<file path="config.mk">
export PLATFORM = sky130hd
export DESIGN_NAME = i2c_master_bit_engine
export DESIGN_NICKNAME = d
export VERILOG_FILES = /design/src/i2cbe_pkg.sv /design/src/i2cbe_front.sv /design/src/i2cbe_back.sv /design/src/i2c_master_bit_engine.sv
export VERILOG_INCLUDE_DIRS = /design/src /design/src/src
export SDC_FILE = /design/constraint.sdc
export NUM_CORES = 1
export LEC_CHECK = 0
export BUFFER_PORTS_ARGS = -buffer_cell sky130_fd_sc_hd__buf_2
export CORE_ASPECT_RATIO = 0.7
export CORE_UTILIZATION = 45
export DETAILED_ROUTE_END_ITERATION = 10
export PLACE_DENSITY = 0.72
export SYNTH_ARGS = -nofsm -noshare
export SYNTH_HDL_FRONTEND = slang
export SYNTH_HIERARCHICAL = 1
export SYNTH_SLANG_ARGS = --single-unit
export TNS_END_PERCENT = 30
</file>
<file path="constraint.sdc">
create_clock -name clock -period 4.4 [get_ports clock]
set_input_delay 1.32 -clock clock [delete_from_list [all_inputs] [get_ports clock]]
set_output_delay 1.32 -clock clock [all_outputs]
set_load 0.03 [all_outputs]
</file>
<file path="src/assert_macros.svh">
// ----------------------------------------------------------------------------
// Assertion macros
// Concurrent assertion helpers used by the top-level RTL; empty in synthesis builds.
// ----------------------------------------------------------------------------
`ifndef ASSERT_MACROS_SVH
`define ASSERT_MACROS_SVH

`ifndef SYNTHESIS
// The property must hold at every rising clock edge outside reset.
`define ASSERT_PROP(lbl, clk, rst, prop) \
   lbl: assert property (@(posedge clk) disable iff (rst) (prop)) \
      else $error("assertion failed");
// The expression must never be true at a rising clock edge outside reset.
`define ASSERT_NEVER(lbl, clk, rst, expr) \
   lbl: assert property (@(posedge clk) disable iff (rst) !(expr)) \
      else $error("forbidden condition seen");
`else
`define ASSERT_PROP(lbl, clk, rst, prop)
`define ASSERT_NEVER(lbl, clk, rst, expr)
`endif

`endif

</file>
<file path="src/i2cbe_pkg.sv">
// ----------------------------------------------------------------------------
// I2C bit engine package
// Shared types and constants of the I2C master bit engine.
// ----------------------------------------------------------------------------
`default_nettype none

package i2cbe_pkg;

   // Request kinds; a tick is carried as CMD_IDLE.
   typedef enum logic [3:0] {
      CMD_IDLE   = 4'd0,
      CMD_START  = 4'd1,
      CMD_STOP   = 4'd2,
      CMD_WRITE  = 4'd3,
      CMD_READ   = 4'd4,
      CMD_CHECK  = 4'd5,
      CMD_ACK    = 4'd6,
      CMD_NACK   = 4'd7,
      CMD_BUSRST = 4'd8
   } cmd_type;

   // Pin sequences the sequencer can be running.
   typedef enum logic [2:0] {
      SUB_START,
      SUB_STOP,
      SUB_WRITE,
      SUB_READ,
      SUB_CHECK,
      SUB_ACKBIT,
      SUB_CLOCKS
   } sub_type;

   localparam int unsigned HALF_W  = 16;
   localparam int unsigned LIMIT_W = 8;

   localparam logic [4:0] PH_END       = 5'd31;
   localparam logic [4:0] POLL_PHASE   = 5'd2;
   localparam logic [3:0] BYTE_BITS    = 4'd8;
   localparam logic [3:0] RESET_CLOCKS = 4'd9;
   localparam logic [1:0] RST_CLOCKS   = 2'd1;
   localparam logic [1:0] RST_STOP     = 2'd3;

   localparam logic [HALF_W-1:0]  HALF_RESET  = 16'd5;
   localparam logic [LIMIT_W-1:0] LIMIT_RESET = 8'd250;

   // Configuration register indexes.
   localparam logic CSR_HALF  = 1'b0;
   localparam logic CSR_LIMIT = 1'b1;

   // One classified request waiting in the queue.
   typedef struct packed {
      cmd_type    cmd;
      logic [7:0] data;
      logic       ack_after_read;
      logic       sda_in;
   } item_type;

   // One result.
   typedef struct packed {
      logic       rejected;
      logic       timed_out;
      logic       ack_ok;
      logic [7:0] read_byte;
      logic       done_res;
      logic       busy_res;
      logic       sda_release;
      logic       scl;
   } rsp_type;

endpackage

`default_nettype wire

</file>
<file path="src/i2cbe_front.sv">
// ----------------------------------------------------------------------------
// I2C bit engine front end
// Accepts requests, classifies the kind and holds them in a two-entry queue.
// ----------------------------------------------------------------------------
`default_nettype none

module i2cbe_front (
   input  wire logic                 clock,
   input  wire logic                 reset,
   input  wire logic                 in_valid,
   output logic                      in_ready,
   input  wire logic [3:0]           in_kind,
   input  wire logic [7:0]           in_data,
   input  wire logic                 in_ack_after_read,
   input  wire logic                 in_sda,
   output logic                      q_valid,
   input  wire logic                 q_ready,
   output i2cbe_pkg::item_type       q_item
);

   i2cbe_pkg::item_type ent_ff [2];
   logic                wr_ptr_ff, wr_ptr_in;
   logic                rd_ptr_ff, rd_ptr_in;
   logic [1:0]          count_ff, count_in;
   i2cbe_pkg::item_type new_item;
   logic                push, pop, is_cmd;

   // Kinds outside the command range behave as ticks.
   assign is_cmd = (in_kind >= 4'(i2cbe_pkg::CMD_START)) &&
                   (in_kind <= 4'(i2cbe_pkg::CMD_BUSRST));

   always_comb begin
      new_item.cmd            = is_cmd ? i2cbe_pkg::cmd_type'(in_kind) : i2cbe_pkg::CMD_IDLE;
      new_item.data           = in_data;
      new_item.ack_after_read = in_ack_after_read;
      new_item.sda_in         = in_sda;
   end

   assign in_ready = (count_ff != 2'd2);
   assign q_valid  = (count_ff != 2'd0);
   assign q_item   = ent_ff[rd_ptr_ff];
   assign push     = in_valid && in_ready;
   assign pop      = q_valid && q_ready;

   always_comb begin
      wr_ptr_in = push ? ~wr_ptr_ff : wr_ptr_ff;
      rd_ptr_in = pop ? ~rd_ptr_ff : rd_ptr_ff;
      count_in  = count_ff + 2'(push) - 2'(pop);
   end

   always_ff @(posedge clock) begin
      if (reset) begin
         wr_ptr_ff <= 1'b0;
         rd_ptr_ff <= 1'b0;
         count_ff  <= 2'd0;
      end else begin
         wr_ptr_ff <= wr_ptr_in;
         rd_ptr_ff <= rd_ptr_in;
         count_ff  <= count_in;
      end
   end

   always_ff @(posedge clock) begin
      if (push) begin
         ent_ff[wr_ptr_ff] <= new_item;
      end
   end

endmodule

`default_nettype wire

</file>
<file path="src/i2cbe_back.sv">
// ----------------------------------------------------------------------------
// I2C bit engine back end
// Pin sequencer that takes one queued request per cycle into a result register, unless a held result stalls it.
// ----------------------------------------------------------------------------
`default_nettype none

module i2cbe_back (
   input  wire logic                                clock,
   input  wire logic                                reset,
   input  wire logic [i2cbe_pkg::HALF_W-1:0]        half_period,
   input  wire logic [i2cbe_pkg::LIMIT_W-1:0]       poll_limit,
   input  wire logic                                q_valid,
   output logic                                     q_ready,
   input  wire i2cbe_pkg::item_type                 q_item,
   output logic                                     out_valid,
   input  wire logic                                out_ready,
   output i2cbe_pkg::rsp_type                       out_rsp
);

   i2cbe_pkg::cmd_type             cmd_ff, cmd_in;
   logic [4:0]                     phase_ff, phase_in;
   logic [1:0]                     rstage_ff, rstage_in;
   logic [3:0]                     bit_ff, bit_in;
   logic [7:0]                     shift_ff, shift_in;
   logic [i2cbe_pkg::HALF_W-1:0]   delay_ff, delay_in;
   logic [i2cbe_pkg::LIMIT_W-1:0]  poll_ff, poll_in;
   logic                           scl_ff, scl_in;
   logic                           sda_ff, sda_in;
   logic                           ackc_ff, ackc_in;
   logic [7:0]                     rdhold_ff, rdhold_in;
   logic                           ackf_ff, ackf_in;
   logic                           tmo_ff, tmo_in;
   logic                           rsp_valid_ff;
   i2cbe_pkg::rsp_type             rsp_ff, rsp_in;

   logic                           pop, is_cmd, do_exec, done, rej;
   logic                           p_set, p_scl, p_sda, p_wait, ack_level;
   logic [4:0]                     ack_phase;
   i2cbe_pkg::sub_type             sub;

   assign q_ready   = !rsp_valid_ff || out_ready;
   assign pop       = q_valid && q_ready;
   assign is_cmd    = (q_item.cmd != i2cbe_pkg::CMD_IDLE);
   assign out_valid = rsp_valid_ff;
   assign out_rsp   = rsp_ff;

   // Next state: one sequencer step for the request at the queue head.
   always_comb begin
      cmd_in    = cmd_ff;
      phase_in  = phase_ff;
      rstage_in = rstage_ff;
      bit_in    = bit_ff;
      shift_in  = shift_ff;
      delay_in  = delay_ff;
      poll_in   = poll_ff;
      scl_in    = scl_ff;
      sda_in    = sda_ff;
      ackc_in   = ackc_ff;
      rdhold_in = rdhold_ff;
      ackf_in   = ackf_ff;
      tmo_in    = tmo_ff;
      do_exec   = 1'b0;
      done      = 1'b0;
      rej       = 1'b0;
      p_set     = 1'b0;
      p_scl     = 1'b0;
      p_sda     = 1'b0;
      p_wait    = 1'b0;
      sub       = i2cbe_pkg::SUB_START;
      ack_phase = 5'd0;
      ack_level = 1'b0;

      if (cmd_ff == i2cbe_pkg::CMD_IDLE) begin
         if (is_cmd) begin
            cmd_in    = q_item.cmd;
            phase_in  = 5'd0;
            rstage_in = 2'd0;
            bit_in    = 4'd0;
            poll_in   = '0;
            delay_in  = '0;
            shift_in  = (q_item.cmd == i2cbe_pkg::CMD_WRITE) ? q_item.data : 8'd0;
            if (q_item.cmd == i2cbe_pkg::CMD_READ) begin
               ackc_in = q_item.ack_after_read;
            end else if (q_item.cmd == i2cbe_pkg::CMD_ACK) begin
               ackc_in = 1'b1;
            end else if (q_item.cmd == i2cbe_pkg::CMD_NACK) begin
               ackc_in = 1'b0;
            end
            if (q_item.cmd == i2cbe_pkg::CMD_CHECK) begin
               ackf_in = 1'b0;
               tmo_in  = 1'b0;
            end
            do_exec = 1'b1;
         end
      end else begin
         rej = is_cmd;
         if (delay_ff != '0) begin
            delay_in = delay_ff - 1'b1;
         end else if (phase_ff == i2cbe_pkg::PH_END) begin
            if (cmd_ff == i2cbe_pkg::CMD_BUSRST && rstage_ff != i2cbe_pkg::RST_STOP) begin
               rstage_in = rstage_ff + 2'd1;
               phase_in  = 5'd0;
               bit_in    = 4'd0;
               do_exec   = 1'b1;
            end else begin
               cmd_in = i2cbe_pkg::CMD_IDLE;
               done   = 1'b1;
            end
         end else begin
            do_exec = 1'b1;
         end
      end

      if (do_exec) begin
         unique case (cmd_in)
            i2cbe_pkg::CMD_STOP:  sub = i2cbe_pkg::SUB_STOP;
            i2cbe_pkg::CMD_WRITE: sub = i2cbe_pkg::SUB_WRITE;
            i2cbe_pkg::CMD_READ:  sub = i2cbe_pkg::SUB_READ;
            i2cbe_pkg::CMD_CHECK: sub = (rstage_in != 2'd0) ? i2cbe_pkg::SUB_STOP
                                                            : i2cbe_pkg::SUB_CHECK;
            i2cbe_pkg::CMD_ACK, i2cbe_pkg::CMD_NACK: sub = i2cbe_pkg::SUB_ACKBIT;
            i2cbe_pkg::CMD_BUSRST: begin
               if (rstage_in == i2cbe_pkg::RST_CLOCKS) begin
                  sub = i2cbe_pkg::SUB_CLOCKS;
               end else if (rstage_in == i2cbe_pkg::RST_STOP) begin
                  sub = i2cbe_pkg::SUB_STOP;
               end else begin
                  sub = i2cbe_pkg::SUB_START;
               end
            end
            default: sub = i2cbe_pkg::SUB_START;
         endcase

         // The acknowledge bit closes a read and is the whole ack or nack command.
         ack_level = ~ackc_in;
         ack_phase = (sub == i2cbe_pkg::SUB_READ) ? (phase_in - 5'd2) : phase_in;

         unique case (sub)
            i2cbe_pkg::SUB_START: begin
               p_set = 1'b1;
               if (phase_in == 5'd0) begin
                  {p_scl, p_sda, p_wait} = 3'b111;
                  phase_in = 5'd1;
               end else if (phase_in == 5'd1) begin
                  {p_scl, p_sda, p_wait} = 3'b101;
                  phase_in = 5'd2;
               end else begin
                  {p_scl, p_sda, p_wait} = 3'b000;
                  phase_in = i2cbe_pkg::PH_END;
               end
            end
            i2cbe_pkg::SUB_STOP: begin
               p_set = 1'b1;
               if (phase_in == 5'd0) begin
                  {p_scl, p_sda, p_wait} = 3'b001;
                  phase_in = 5'd1;
               end else if (phase_in == 5'd1) begin
                  {p_scl, p_sda, p_wait} = 3'b101;
                  phase_in = 5'd2;
               end else begin
                  {p_scl, p_sda, p_wait} = 3'b111;
                  phase_in = i2cbe_pkg::PH_END;
               end
            end
            i2cbe_pkg::SUB_WRITE: begin
               p_set = 1'b1;
               if (phase_in == 5'd0) begin
                  {p_scl, p_sda, p_wait} = {1'b0, shift_in[7], 1'b1};
                  phase_in = 5'd1;
               end else if (phase_in == 5'd1) begin
                  {p_scl, p_sda, p_wait} = {1'b1, sda_in, 1'b1};
                  shift_in = {shift_in[6:0], 1'b0};
                  bit_in   = bit_in + 4'd1;
                  phase_in = (bit_in < i2cbe_pkg::BYTE_BITS) ? 5'd0 : 5'd2;
               end else begin
                  {p_scl, p_sda, p_wait} = {1'b0, sda_in, 1'b1};
                  phase_in = i2cbe_pkg::PH_END;
               end
            end
            i2cbe_pkg::SUB_CHECK: begin
               if (phase_in == 5'd0) begin
                  p_set = 1'b1;
                  {p_scl, p_sda, p_wait} = {scl_in, 2'b11};
                  phase_in = 5'd1;
               end else if (phase_in == 5'd1) begin
                  p_set = 1'b1;
                  {p_scl, p_sda, p_wait} = 3'b111;
                  phase_in = i2cbe_pkg::POLL_PHASE;
               end else if (!q_item.sda_in) begin
                  // Slave pulled SDA low: acknowledge seen.
                  ackf_in = 1'b1;
                  p_set   = 1'b1;
                  {p_scl, p_sda, p_wait} = 3'b010;
                  phase_in = i2cbe_pkg::PH_END;
               end else if (poll_ff >= poll_limit) begin
                  // Give up and release the bus with a stop sequence.
                  tmo_in    = 1'b1;
                  rstage_in = 2'd1;
                  p_set     = 1'b1;
                  {p_scl, p_sda, p_wait} = 3'b001;
                  phase_in  = 5'd1;
               end else begin
                  poll_in  = poll_ff + 1'b1;
                  delay_in = '0;
               end
            end
            i2cbe_pkg::SUB_CLOCKS: begin
               p_set = 1'b1;
               if (phase_in == 5'd0) begin
                  {p_scl, p_sda, p_wait} = 3'b010;
                  phase_in = 5'd1;
               end else if (phase_in == 5'd1) begin
                  {p_scl, p_sda, p_wait} = 3'b011;
                  phase_in = 5'd2;
               end else if (phase_in == 5'd2) begin
                  {p_scl, p_sda, p_wait} = 3'b111;
                  phase_in = 5'd3;
               end else begin
                  {p_scl, p_sda, p_wait} = 3'b011;
                  bit_in   = bit_in + 4'd1;
                  phase_in = (bit_in < i2cbe_pkg::RESET_CLOCKS) ? 5'd1 : i2cbe_pkg::PH_END;
               end
            end
            default: begin
               // Read bits and the acknowledge bit that follows them.
               p_set = 1'b1;
               if (sub == i2cbe_pkg::SUB_READ && phase_in == 5'd0) begin
                  {p_scl, p_sda, p_wait} = 3'b011;
                  phase_in = 5'd1;
               end else if (sub == i2cbe_pkg::SUB_READ && phase_in == 5'd1) begin
                  {p_scl, p_sda, p_wait} = 3'b111;
                  shift_in = {shift_in[6:0], q_item.sda_in};
                  bit_in   = bit_in + 4'd1;
                  phase_in = (bit_in < i2cbe_pkg::BYTE_BITS) ? 5'd0 : 5'd2;
               end else begin
                  if (sub == i2cbe_pkg::SUB_READ && phase_in == 5'd2) begin
                     rdhold_in = shift_in;
                  end
                  if (ack_phase == 5'd0) begin
                     {p_scl, p_sda, p_wait} = {1'b0, ack_level, 1'b1};
                     phase_in = phase_in + 5'd1;
                  end else if (ack_phase == 5'd1) begin
                     {p_scl, p_sda, p_wait} = {1'b1, ack_level, 1'b1};
                     phase_in = phase_in + 5'd1;
                  end else begin
                     {p_scl, p_sda, p_wait} = {1'b0, ack_level, 1'b0};
                     phase_in = i2cbe_pkg::PH_END;
                  end
               end
            end
         endcase

         if (p_set) begin
            scl_in   = p_scl;
            sda_in   = p_sda;
            delay_in = p_wait ? half_period : '0;
         end
      end
   end

   // Outputs: the result seen after this step.
   always_comb begin
      rsp_in.scl         = scl_in;
      rsp_in.sda_release = sda_in;
      rsp_in.busy_res    = (cmd_in != i2cbe_pkg::CMD_IDLE);
      rsp_in.done_res    = done;
      rsp_in.read_byte   = rdhold_in;
      rsp_in.ack_ok      = ackf_in;
      rsp_in.timed_out   = tmo_in;
      rsp_in.rejected    = rej;
   end

   always_ff @(posedge clock) begin
      if (reset) begin
         cmd_ff       <= i2cbe_pkg::CMD_IDLE;
         phase_ff     <= 5'd0;
         rstage_ff    <= 2'd0;
         bit_ff       <= 4'd0;
         shift_ff     <= 8'd0;
         delay_ff     <= '0;
         poll_ff      <= '0;
         scl_ff       <= 1'b1;
         sda_ff       <= 1'b1;
         ackc_ff      <= 1'b0;
         rdhold_ff    <= 8'd0;
         ackf_ff      <= 1'b0;
         tmo_ff       <= 1'b0;
         rsp_valid_ff <= 1'b0;
      end else begin
         if (pop) begin
            cmd_ff    <= cmd_in;
            phase_ff  <= phase_in;
            rstage_ff <= rstage_in;
            bit_ff    <= bit_in;
            shift_ff  <= shift_in;
            delay_ff  <= delay_in;
            poll_ff   <= poll_in;
            scl_ff    <= scl_in;
            sda_ff    <= sda_in;
            ackc_ff   <= ackc_in;
            rdhold_ff <= rdhold_in;
            ackf_ff   <= ackf_in;
            tmo_ff    <= tmo_in;
         end
         if (pop) begin
            rsp_valid_ff <= 1'b1;
         end else if (out_ready) begin
            rsp_valid_ff <= 1'b0;
         end
      end
   end

   always_ff @(posedge clock) begin
      if (pop) begin
         rsp_ff <= rsp_in;
      end
   end

endmodule

`default_nettype wire

</file>
<file path="src/i2c_master_bit_engine.sv">
// ----------------------------------------------------------------------------
// I2C master bit engine
// Tick-driven I2C pin sequencer with a request queue and a registered result.
// ----------------------------------------------------------------------------
// Each request is either a tick (kind 0, or an unused kind) or a command:
// start, stop, write byte, read byte, check acknowledge, ack, nack or bus
// reset. A command is taken only when the sequencer is idle; a command that
// arrives while a sequence runs is answered with rejected set and acts as a
// tick. Every request yields exactly one response with the SCL and SDA pin
// levels, busy, done and the latched read byte, ack and timeout flags. The
// engine takes one request per clock and returns one response per clock
// while rsp_tready does not hold a response back; the sequencer performs
// one step per request, which sets that rate. A response passes through
// the two-entry request queue and then the response register.
// The queue lets requests keep flowing while a response waits for rsp_tready.
// The configuration registers (half period in ticks, ack poll limit) must be
// written only while no request is in flight.
`default_nettype none

`include "assert_macros.svh"

module i2c_master_bit_engine (
   input  wire logic        clock,
   input  wire logic        reset,
   // Request channel.
   input  wire logic        req_tvalid,
   output logic             req_tready,
   input  wire logic [15:0] req_tdata,   // data[7:0], ack_after_read[8], sda_in[9], zero
   input  wire logic [3:0]  req_tuser,   // kind[3:0]
   // Response channel.
   output logic             rsp_tvalid,
   input  wire logic        rsp_tready,
   output logic [15:0]      rsp_tdata,   // scl[0], sda_release[1], busy_res[2],
                                         // done_res[3], read_byte[11:4], ack_ok[12],
                                         // timed_out[13], rejected[14], zero
   // Configuration write channel.
   input  wire logic        csr_valid,
   output logic             csr_ready,
   input  wire logic        csr_index,
   input  wire logic [15:0] csr_data
);

   logic [i2cbe_pkg::HALF_W-1:0]  half_ff;
   logic [i2cbe_pkg::LIMIT_W-1:0] limit_ff;
   logic                          csr_write;
   logic                          q_valid, q_ready;
   i2cbe_pkg::item_type           q_item;
   i2cbe_pkg::rsp_type            rsp;

   // Configuration registers are always ready to take a write.
   assign csr_ready = 1'b1;
   assign csr_write = csr_valid && csr_ready;

   always_ff @(posedge clock) begin
      if (reset) begin
         half_ff  <= i2cbe_pkg::HALF_RESET;
         limit_ff <= i2cbe_pkg::LIMIT_RESET;
      end else if (csr_write) begin
         if (csr_index == i2cbe_pkg::CSR_HALF) begin
            half_ff <= csr_data;
         end else begin
            limit_ff <= csr_data[i2cbe_pkg::LIMIT_W-1:0];
         end
      end
   end

   // The front end classifies requests and queues them.
   i2cbe_front u_front (
      .clock             (clock),
      .reset             (reset),
      .in_valid          (req_tvalid),
      .in_ready          (req_tready),
      .in_kind           (req_tuser),
      .in_data           (req_tdata[7:0]),
      .in_ack_after_read (req_tdata[8]),
      .in_sda            (req_tdata[9]),
      .q_valid           (q_valid),
      .q_ready           (q_ready),
      .q_item            (q_item)
   );

   // The back end runs the pin sequencer and holds the response.
   i2cbe_back u_back (
      .clock       (clock),
      .reset       (reset),
      .half_period (half_ff),
      .poll_limit  (limit_ff),
      .q_valid     (q_valid),
      .q_ready     (q_ready),
      .q_item      (q_item),
      .out_valid   (rsp_tvalid),
      .out_ready   (rsp_tready),
      .out_rsp     (rsp)
   );

   assign rsp_tdata = {1'b0, rsp.rejected, rsp.timed_out, rsp.ack_ok, rsp.read_byte,
                       rsp.done_res, rsp.busy_res, rsp.sda_release, rsp.scl};

   // The back end only stalls the queue while a response is held.
   `ASSERT_PROP(a_back_stall, clock, reset, !q_ready |-> (rsp_tvalid && !rsp_tready))
   // A full queue always has a request to offer.
   `ASSERT_PROP(a_full_has_item, clock, reset, !req_tready |-> q_valid)
   // A finishing response is never busy.
   `ASSERT_NEVER(a_done_busy, clock, reset, rsp_tvalid && rsp.done_res && rsp.busy_res)
   // Ack seen and timeout exclude each other.
   `ASSERT_NEVER(a_ack_tmo, clock, reset, rsp_tvalid && rsp.ack_ok && rsp.timed_out)

endmodule

`default_nettype wire
</file>
==> results_dict.tcl, run 1 <==
set metrics [dict create \
    stdcell_count 1137 \
    crit_chain "inv_1 > ha_1 > or4b_2 > or4_4 > or4_4 > a211oi_4 > a21oi_1 > nor2_1 > nand4_4 > a41oi_1 > a21oi_1" \
    coreArea_um2 16500 \
    place_congestion 0.960 \
    drv_cap 0 \
    slowest_stage "or4b_2" \
    layout.nets 961 \
    cts.sinks 133 \
    status "finished, final reports clean" \
    final.min_clock_period_ns 4.15 \
    fin_ws_ns 0.252 \
    route.detailed.wl_per_inst_um 17.4 \
    cts-hold-fix-buffers 0 \
    dp_hpwl_um 13600 \
    final_layout_size_suffix_gt1_frac 0.179 \
    dr.pass1.iters 5 \
    synth_area_um2 7680 \
    ctsResizeCount 0 \
    end_kind "flop" \
    worst-path-buf-inv 1 \
    ys_warn_count 6 \
    ys_seq_area_frac 0.403 \
    die_h_um 111 \
    grt-ovfl-total 0 \
    cts_buffers 17 \
    synthesis.nets 915 \
    drt_wl_total_um 19800 \
    grt_start_max_net_pins 92 \
    rr_worst_depth 11 \
    fin_crit_sh 0.943 \
    postCtsSetupBuffers 0 \
    rows 39 \
    drt_iter0_drc 795 \
    h-tree-depth 4 \
    synthToLayoutAreaGrowth_pct 15.3 \
    initial_core_util 0.466 \
    hold_path_class "reg2reg" \
    setup_tns_ns 0 \
    netlist_instances 853 \
    cts.path.max_buffers 2 \
    synth-async-reset-ratio 0 \
    die-area_um2 17600 \
    p_leak_nw 3.17 \
    io_pins 61 \
    worst_slew_pin_slew_ns 1.02 \
    grt_pass1_wl_um 32400 \
    crit_fanout 18 \
    clk_latency_ns 0.43 \
    cp.depth 11 \
    ys_ff_latch 133 \
    relSlewSlack 0.312 \
    syn_area_per_cell_um2 9.01 \
    grt_pass1_vias 6113 \
    pre_cts_ws_ns 0.222 \
    dp.cells 1105 \
    cp-start-kind "flop" \
    portBuffers 52 \
    clkTransAtPathRegs_ns 0.06 \
    slew_violations 0 \
    worst-setup-path-type "reg2reg" \
    rsz0062_at_grt "false" \
    ir_worst_vdd_mv 0.392 \
    final_common_cell "dfxtp_1" \
    critPathMaxStageDelay_ns 0.63 \
    reg2reg_slack_ns 0.25 \
    synth_edf_count 43 \
    p_per_area_nw_per_um2 872 \
    timing.fmax_mhz 241 \
    die_w_um 158 \
    setup_viol 0 \
    num_vias 6911 \
    whs_path_depth 2 \
    cpLargestDelayFamily "simple AND/OR/NAND/NOR gates" \
    crit_required_ns 4.70 \
    drc 0 \
    n_antenna_cell 0 \
    antenna_found_initial 0 \
    fin_skew_ns 0.0112 \
    hold_viol_final 0 \
    tritoncts "yes" \
    synth.distinct_cells 82 \
    grt_usage 0.236 \
    viasPerCell 6.08 \
    postRouteAntennaNets 0 \
    synth_ff_type "dfxtp_1" \
    cts_root_buffer "clkbuf_16" \
    cp.arrival_ns 4.44 \
    final_cell_mix "dfxtp_1 (90), nand2_1 (79), nor2_1 (77)" \
]
==> logic make-up (layout without fill, tap and decap cells) <==
group                    after synthesis  in the layout  share of synthesized area
other                                  2              2                   0.000977
flip-flops                           133            133                      0.403
multiplexers                          24             24                     0.0340
adder cells (fa/ha/maj)               20             20                     0.0326
buffers and inverters                 72            131                     0.0417
AO/OA/AOI/OAI                        283            283                      0.258
XOR/XNOR                               5              5                    0.00570
AND/OR/NAND/NOR                      314            314                      0.225
==> registers in the layout, indices dropped and copies added (netlist names), 2 cells and up, named ones only <==
register,count
u_back/rstage_ff,2
half_ff,16
u_back/cmd_ff,4
u_back/out_rsp,15
u_back/shift_ff,8
limit_ff,8
u_front/ent_ff,28
u_back/rdhold_ff,8
u_front/count_ff,2
u_back/phase_ff,5
u_back/bit_ff,4
u_back/poll_ff,8
u_back/delay_ff,16
==> per-layer routing <==
layer  GRT usage  share of wire  up-vias
li1            -              -     3338
met1       0.356           0.49     3262
met2       0.324           0.40      287
met3      0.0629          0.090       24
met4      0.0673          0.012        0
met5      0.0140              0        -
==> tightest hold or removal path: cells and delay by family (launching register included) <==
kind / cells / cell delay, ns
compound gates: 1 / 0.05
flops: 1 / 0.30
simple gates: 1 / 0.05
==> metrics by stage <==
stage	utilization	instance area, um^2	hold slack [ns]	power, mW
2_1_floorplan	-	7680	0.433	4.89
3_3_place_gp	0.497	8200	0.441	6.01
3_5_place_dp	0.497	8200	0.443	6.04
4_1_cts	0.536	8850	0.451	7.62
5_1_grt	0.537	8860	0.471	8.23
6_report	0.537	8860	0.453	7.72
==> worst paths after layout <==
| kind | start | end |
|---|---|---|
| worst min-delay path | u_back/rdhold_ff[0] | u_back/rdhold_ff[0] |
| worst max-delay path | u_back/delay_ff[0] | u_back/delay_ff[10] |
| worst max register to register | u_back/delay_ff[0] | u_back/delay_ff[10] |
| worst min register to register | u_back/rdhold_ff[0] | u_back/rdhold_ff[0] |
==> layout make-up <==
type / instances / area, um^2
clock inverters: 13 / 203
well taps: 225 / 282
fillers: 1493 / 7640
clock buffers: 19 / 443
repair buffers: 77 / 473
multi-input cells: 648 / 4280
inverters: 22 / 82.6
flip-flops and latches: 133 / 3090
==> where the power goes <==
part / total (mW) / internal [mW] / switching (mW)
registers: 1.81 / 1.58 / 0.231
clock network: 1.56 / 1.02 / 0.544
logic: 4.35 / 1.42 / 2.93
==> cells in the mapped netlist (7+ instances only) <==
master | n | area [um^2]
buf_4 | 7 | 52.6
inv_1 | 22 | 82.6
ha_1 | 20 | 250
dfxtp_1 | 90 | 1800
a211o_1 | 10 | 87.6
mux2i_1 | 7 | 70.1
buf_2 | 7 | 35.0
o21ai_0 | 64 | 320
nor2_1 | 77 | 289
nand2_1 | 79 | 297
nand2b_1 | 20 | 125
o21ai_2 | 10 | 87.6
or4_1 | 8 | 60.1
a21oi_1 | 67 | 335
o21ai_1 | 7 | 35.0
a41oi_1 | 13 | 114
o211ai_1 | 12 | 90.1
nand4_1 | 9 | 56.3
a31oi_1 | 7 | 43.8
clkbuf_1 | 31 | 116
o22ai_1 | 7 | 43.8
nor3_1 | 21 | 105
mux2_2 | 16 | 180
o311ai_0 | 9 | 78.8
a22oi_1 | 10 | 75.1
and3_1 | 11 | 68.8
nor2b_1 | 11 | 68.8
nand4bb_1 | 14 | 158
nand3_1 | 22 | 110
edfxtp_1 | 43 | 1290
(Power assumes the default switching activity.)
==> run 2, diff against run 1 <==
--- a/config.mk
+++ b/config.mk
@@ -8,9 +8,9 @@
 export LEC_CHECK = 0
 export BUFFER_PORTS_ARGS = -buffer_cell sky130_fd_sc_hd__buf_2
 export CORE_ASPECT_RATIO = 0.7
-export CORE_UTILIZATION = 45
+export CORE_UTILIZATION = 55
 export DETAILED_ROUTE_END_ITERATION = 10
-export PLACE_DENSITY = 0.72
+export PLACE_DENSITY = 0.84
 export SYNTH_ARGS = -nofsm -noshare
 export SYNTH_HDL_FRONTEND = slang
 export SYNTH_HIERARCHICAL = 1
==> results_dict.tcl, run 2 (synthesis results as in run 1) <==
set metrics [dict create \
    route.detailed.wl_per_inst_um 18.3 \
    power_frac_seq 0.235 \
    crit_fanout 18 \
    cts_root_buffer "clkbuf_16" \
    fin_ws_ns 0.234 \
    slowest_stage "or4b_2" \
    reg_top3 "u_front/ent_ff x28, half_ff x16, u_back/delay_ff x16" \
    initial_core_util 0.573 \
    final_common_cell "dfxtp_1" \
    grt_start_max_net_pins 79 \
    viasPerCell 6.49 \
    grt-ovfl-total 0 \
    worst-path-buf-inv 1 \
    cts_buffers 17 \
    hold_path_class "reg2reg" \
    drv_cap 0 \
    regMostFlops "u_front/ent_ff" \
    final.min_clock_period_ns 4.17 \
    power_switching_mw 3.75 \
    cp-start-kind "flop" \
    die-area_um2 14500 \
    fin_skew_ns 0.00818 \
    internal-power_mw 3.96 \
    die_w_um 143 \
    hold_viol_final 0 \
    grt_pass1_vias 6552 \
    coreArea_um2 13400 \
    grt_pass1_wl_um 33400 \
    critPathMaxStageDelay_ns 0.62 \
    crit_chain "inv_1 > ha_1 > or4b_2 > or4_4 > or4_4 > a211oi_4 > a21oi_1 > nor2_1 > nand4_4 > a41oi_1 > a21oi_1" \
    n_antenna_cell 0 \
    grt_usage 0.295 \
    rows 35 \
    rsz0062_at_grt "false" \
    met2_length_um 8460 \
    relSlewSlack 0.333 \
    postCtsSetupBuffers 0 \
    drt_iter0_drc 870 \
    final_cell_mix "dfxtp_1 (90), nand2_1 (79), nor2_1 (77)" \
    setup_tns_ns 0 \
    h-tree-depth 4 \
    comb_power_share 0.572 \
    worst_slew_pin_slew_ns 0.994 \
    tritoncts "yes" \
    cp.arrival_ns 4.46 \
    worst-setup-path-type "reg2reg" \
    num_vias 7142 \
    highest_layer "met4" \
    dp_hpwl_um 13500 \
    final_layout_size_suffix_gt1_frac 0.181 \
    place_congestion 1.03 \
    pre_cts_ws_ns 0.165 \
    cts.sinks 133 \
    dr.pass1.iters 9 \
    setup_viol 0 \
    largest_reg_flops 28 \
    fin_crit_sh 0.947 \
    postRouteAntennaNets 0 \
    p_leak_nw 3.17 \
    drt_wl_total_um 20100 \
    p_per_area_nw_per_um2 878 \
    status "finished, final reports clean" \
    slew_violations 0 \
    portBuffers 52 \
    met3RoutedLength_um 2150 \
    clkTransAtPathRegs_ns 0.06 \
    cts.path.max_buffers 2 \
    antenna_found_initial 0 \
    end_kind "flop" \
    m1WireLength_um 9090 \
    clk_latency_ns 0.42 \
    die_h_um 101 \
    crit_required_ns 4.69 \
    io_pins 61 \
    drc 0 \
    switching_share 0.486 \
    cpLargestDelayFamily "simple AND/OR/NAND/NOR gates" \
    clkPwrFrac 0.193 \
    ir_worst_vdd_mv 0.438 \
    synthToLayoutAreaGrowth_pct 14.3 \
    timing.fmax_mhz 240 \
    layout.nets 964 \
]
-- run 2: stage by stage --
stage                     hold WS [ns]  power, mW   util  cells  instance area (um^2)
after floorplan                  0.433       4.89      -    853                  7680
after global placement           0.438       5.96  0.609   1068                  8160
after detailed placement         0.452       6.03  0.609   1068                  8160
after CTS                        0.462       7.55  0.655   1100                  8770
after global routing             0.487       8.11  0.655   1100                  8780
final                            0.462       7.71  0.655   1100                  8780
-- run 2: per-layer routing --
metal  up-vias  global-route usage
li1       3335                   -
met1      3334               0.430
met2       424               0.424
met3        49              0.0656
met4         0               0.112
met5         -                   0
-- run 2: layout make-up --
cell class / instances / area (um^2)
Multi-Input combinational cell: 648 / 4280
Fill cell: 1084 / 4620
Clock inverter: 14 / 183
Inverter: 22 / 82.6
Clock buffer: 18 / 429
Sequential cell: 133 / 3090
Tap cell: 185 / 231
Timing Repair Buffer: 80 / 483
-- run 2: timing repair --
item	CTS	global route
hold endpoints to repair	0	0
resized for setup	0	2
hold buffers	0	0
setup endpoints to repair	0	17
-- run 2: path summary, 6_finish.rpt --
path | slack [ns] | start | to | cells past startpoint
worst max-delay path | 0.23 | u_back/delay_ff[0] | u_back/delay_ff[11] | 11
worst min-delay path | 0.46 | u_back/rdhold_ff[5] | u_back/rdhold_ff[5] | 2
worst max register to register | 0.23 | u_back/delay_ff[0] | u_back/delay_ff[11] | 11
worst min register to register | 0.46 | u_back/rdhold_ff[5] | u_back/rdhold_ff[5] | 2
-- run 2: power by group through the flow --
stage | Combinational (mW) | Sequential (mW) | Clock [mW]
floorplan | 3.02 | 1.87 | 0
global placement | 4.15 | 1.81 | 0
detailed placement | 4.21 | 1.82 | 0
CTS | 4.25 | 1.80 | 1.50
global route | 4.71 | 1.85 | 1.55
finish | 4.41 | 1.81 | 1.48
-- run 2: worst min-delay path: stages, from the launching register on --
cell     delay, ns
dfxtp_1       0.31
nand2_1       0.05
a21oi_1       0.05
==> run 3, diff against run 2 <==
--- a/config.mk
+++ b/config.mk
@@ -6,6 +6,7 @@
 export SDC_FILE = /design/constraint.sdc
 export NUM_CORES = 1
 export LEC_CHECK = 0
+export ABC_AREA = 1
 export BUFFER_PORTS_ARGS = -buffer_cell sky130_fd_sc_hd__buf_2
 export CORE_ASPECT_RATIO = 0.7
 export CORE_UTILIZATION = 55
==> results_dict.tcl, run 3 <==
set metrics [dict create \
    grt_usage 0.281 \
    clk_latency_ns 0.43 \
    synth_ff_type "dfxtp_1" \
    synth-async-reset-ratio 0 \
    setup_tns_ns 0 \
    rr_worst_depth 18 \
    synth_area_leader_cell "dfxtp_1" \
    cts.path.max_buffers 2 \
    critPathMaxStageDelay_ns 0.47 \
    ctsResizeCount 0 \
    cts-hold-fix-buffers 0 \
    fin_skew_ns 0.00991 \
    drt_iter0_drc 1090 \
    num_vias 8010 \
    status "finished, final reports clean" \
    die_h_um 105 \
    fin_crit_sh 0.882 \
    tritoncts "yes" \
    route.detailed.wl_per_inst_um 14.8 \
    rsz0062_at_grt "false" \
    ys_ff_latch 133 \
    place_congestion 0.936 \
    dp_hpwl_um 14700 \
    hold_viol_final 0 \
    crit_required_ns 4.76 \
    grt-ovfl-total 0 \
    drv_cap 0 \
    slowest_stage "o211ai_1" \
    crit_fanout 12 \
    final_cell_mix "nand2_1 (260), inv_1 (146), nor2_1 (120)" \
    final_common_cell "nand2_1" \
    cpLargestDelayFamily "simple AND/OR/NAND/NOR gates" \
    grt_busiest_layer "met2" \
    reg_top3 "u_front/ent_ff x28, half_ff x16, u_back/delay_ff x16" \
    reg2reg_slack_ns 0.52 \
    layout.nets 1274 \
    yosysTopAreaCellShare 0.216 \
    timing.fmax_mhz 258 \
    worst_slew_pin_slew_ns 1.23 \
    initial_core_util 0.564 \
    cp-start-kind "flop" \
    cts_root_buffer "clkbuf_16" \
    rows 37 \
    synthesis.nets 1237 \
    n_antenna_cell 0 \
    setup_viol 0 \
    cp.arrival_ns 4.24 \
    h-tree-depth 4 \
    crit_path_frequent_cell "nand2_1" \
    grt_util_met2 0.424 \
    postRouteAntennaNets 0 \
    largest_reg_flops 28 \
    synthToLayoutAreaGrowth_pct 11.0 \
    whs_path_depth 2 \
    min_from "half_ff[0]" \
    coreArea_um2 14800 \
    netlist_instances 1175 \
    cts_buffers 17 \
    whs_endpoint "half_ff[0]" \
    die_w_um 149 \
    io_pins 61 \
    crit_chain "buf_4 > mux2_2 > inv_1 > nand3_1 > nand2_2 > nand2_2 > inv_2 > nand2_1 > ha_1 > o211ai_1 > nand2_1 > nor2_1 > nand3_1 > nand2_1 > nor2_1 > nand4_1 > nand2_1 > a21oi_1" \
    synth_edf_count 43 \
    grt_start_max_net_pins 68 \
    drt_wl_total_um 21100 \
    worst-setup-path-type "reg2reg" \
    num-fill-cells 1277 \
    worst-path-buf-inv 3 \
    clkTransAtPathRegs_ns 0.06 \
    final_layout_size_suffix_gt1_frac 0.149 \
    grt_util_met3 0.0585 \
    postCtsSetupBuffers 0 \
    portBuffers 52 \
    grt_pass1_wl_um 34800 \
    drc 0 \
    slew_violations 0 \
    die-area_um2 15700 \
    netlist_top_cells_count "nand2_1 (261), inv_1 (147), nor2_1 (120)" \
    grt_pass1_vias 7187 \
    synth.distinct_cells 54 \
    syn_area_per_cell_um2 7.09 \
    ys_seq_area_frac 0.371 \
    end_kind "flop" \
    synth.area.top_cells "dfxtp_1 (22%), edfxtp_1 (15%), nand2_1 (12%), inv_1 (6.6%), nand3_1 (5.8%)" \
    regMostFlops "u_front/ent_ff" \
    dr.pass1.iters 5 \
    ys_warn_count 6 \
    grtUsageMet1 0.399 \
    antenna_found_initial 0 \
    final.min_clock_period_ns 3.88 \
    cts.sinks 133 \
    hold_path_class "reg2reg" \
    viasPerCell 5.64 \
    relSlewSlack 0.178 \
    synth_area_um2 8330 \
    r2r-end "u_back/phase_ff[4]" \
    post-synth-top-count-cell "nand2_1" \
]
==> run 3: cell type report <==
class                           count  area [um^2]  share of cell area
Multi-Input combinational cell    835         4390               0.474
Timing Repair Buffer               60          320              0.0346
Sequential cell                   133         3090               0.334
Inverter                          165          622              0.0672
Clock inverter                     13          150              0.0162
Tap cell                          195          244              0.0264
Clock buffer                       19          433              0.0468
==> run 3: worst register-to-register path, stage by stage, from the launching register on <==
cell and delay (ns):
dfxtp_1 0.39, buf_4 0.23, mux2_2 0.41, inv_1 0.11, nand3_1 0.18, nand2_2 0.16, nand2_2 0.13, inv_2 0.15
nand2_1 0.19, ha_1 0.30, o211ai_1 0.47, nand2_1 0.25, nor2_1 0.23, nand3_1 0.17, nand2_1 0.10, nor2_1 0.06
nand4_1 0.12, nand2_1 0.06, a21oi_1 0.11
==> run 3: cells by family after synthesis <==
family,after synthesis,share of synthesized area
simple gates,568,0.321
mux,15,0.0201
xor+xnor,9,0.00946
flops,133,0.371
buf+inv,207,0.103
compound gates,221,0.145
other cells,2,0.000901
fa+ha+maj,20,0.0300
==> run 3: metrics by stage <==
stage | worst slack [ns] | hold slack (ns) | instance area (um^2) | instances | util
after floorplan | 1.25 | 0.430 | 8330 | 1175 | -
after global placement | 0.756 | 0.450 | 8670 | 1388 | 0.587
after detailed placement | 0.613 | 0.456 | 8670 | 1388 | 0.587
after CTS | 0.594 | 0.468 | 9250 | 1420 | 0.626
after global routing | 0.255 | 0.486 | 9250 | 1420 | 0.626
final | 0.518 | 0.469 | 9250 | 1420 | 0.626
==> run 3: worst max-delay path by stage <==
stage	cells after the start	from	slack (ns)	endpoint
finish	18	flop	0.52	u_back/phase_ff[4]
global route	21	flop	0.25	u_back/bit_ff[2]
CTS	21	flop	0.59	u_back/bit_ff[2]
detailed placement	17	flop	0.61	u_back/out_rsp[7]
global placement	21	flop	0.76	u_back/bit_ff[2]
floorplan	18	flop	1.25	u_back/out_rsp[4]
==> run 3: per-layer routing <==
metal	vias up	share of wire
li1	3936	-
met1	3664	0.47
met2	373	0.43
met3	37	0.085
met4	0	0.020
met5	-	0
Power of run 3 is not shown: default switching activity piles up to over one toggle a cycle in this logic, so the estimate is an artifact.
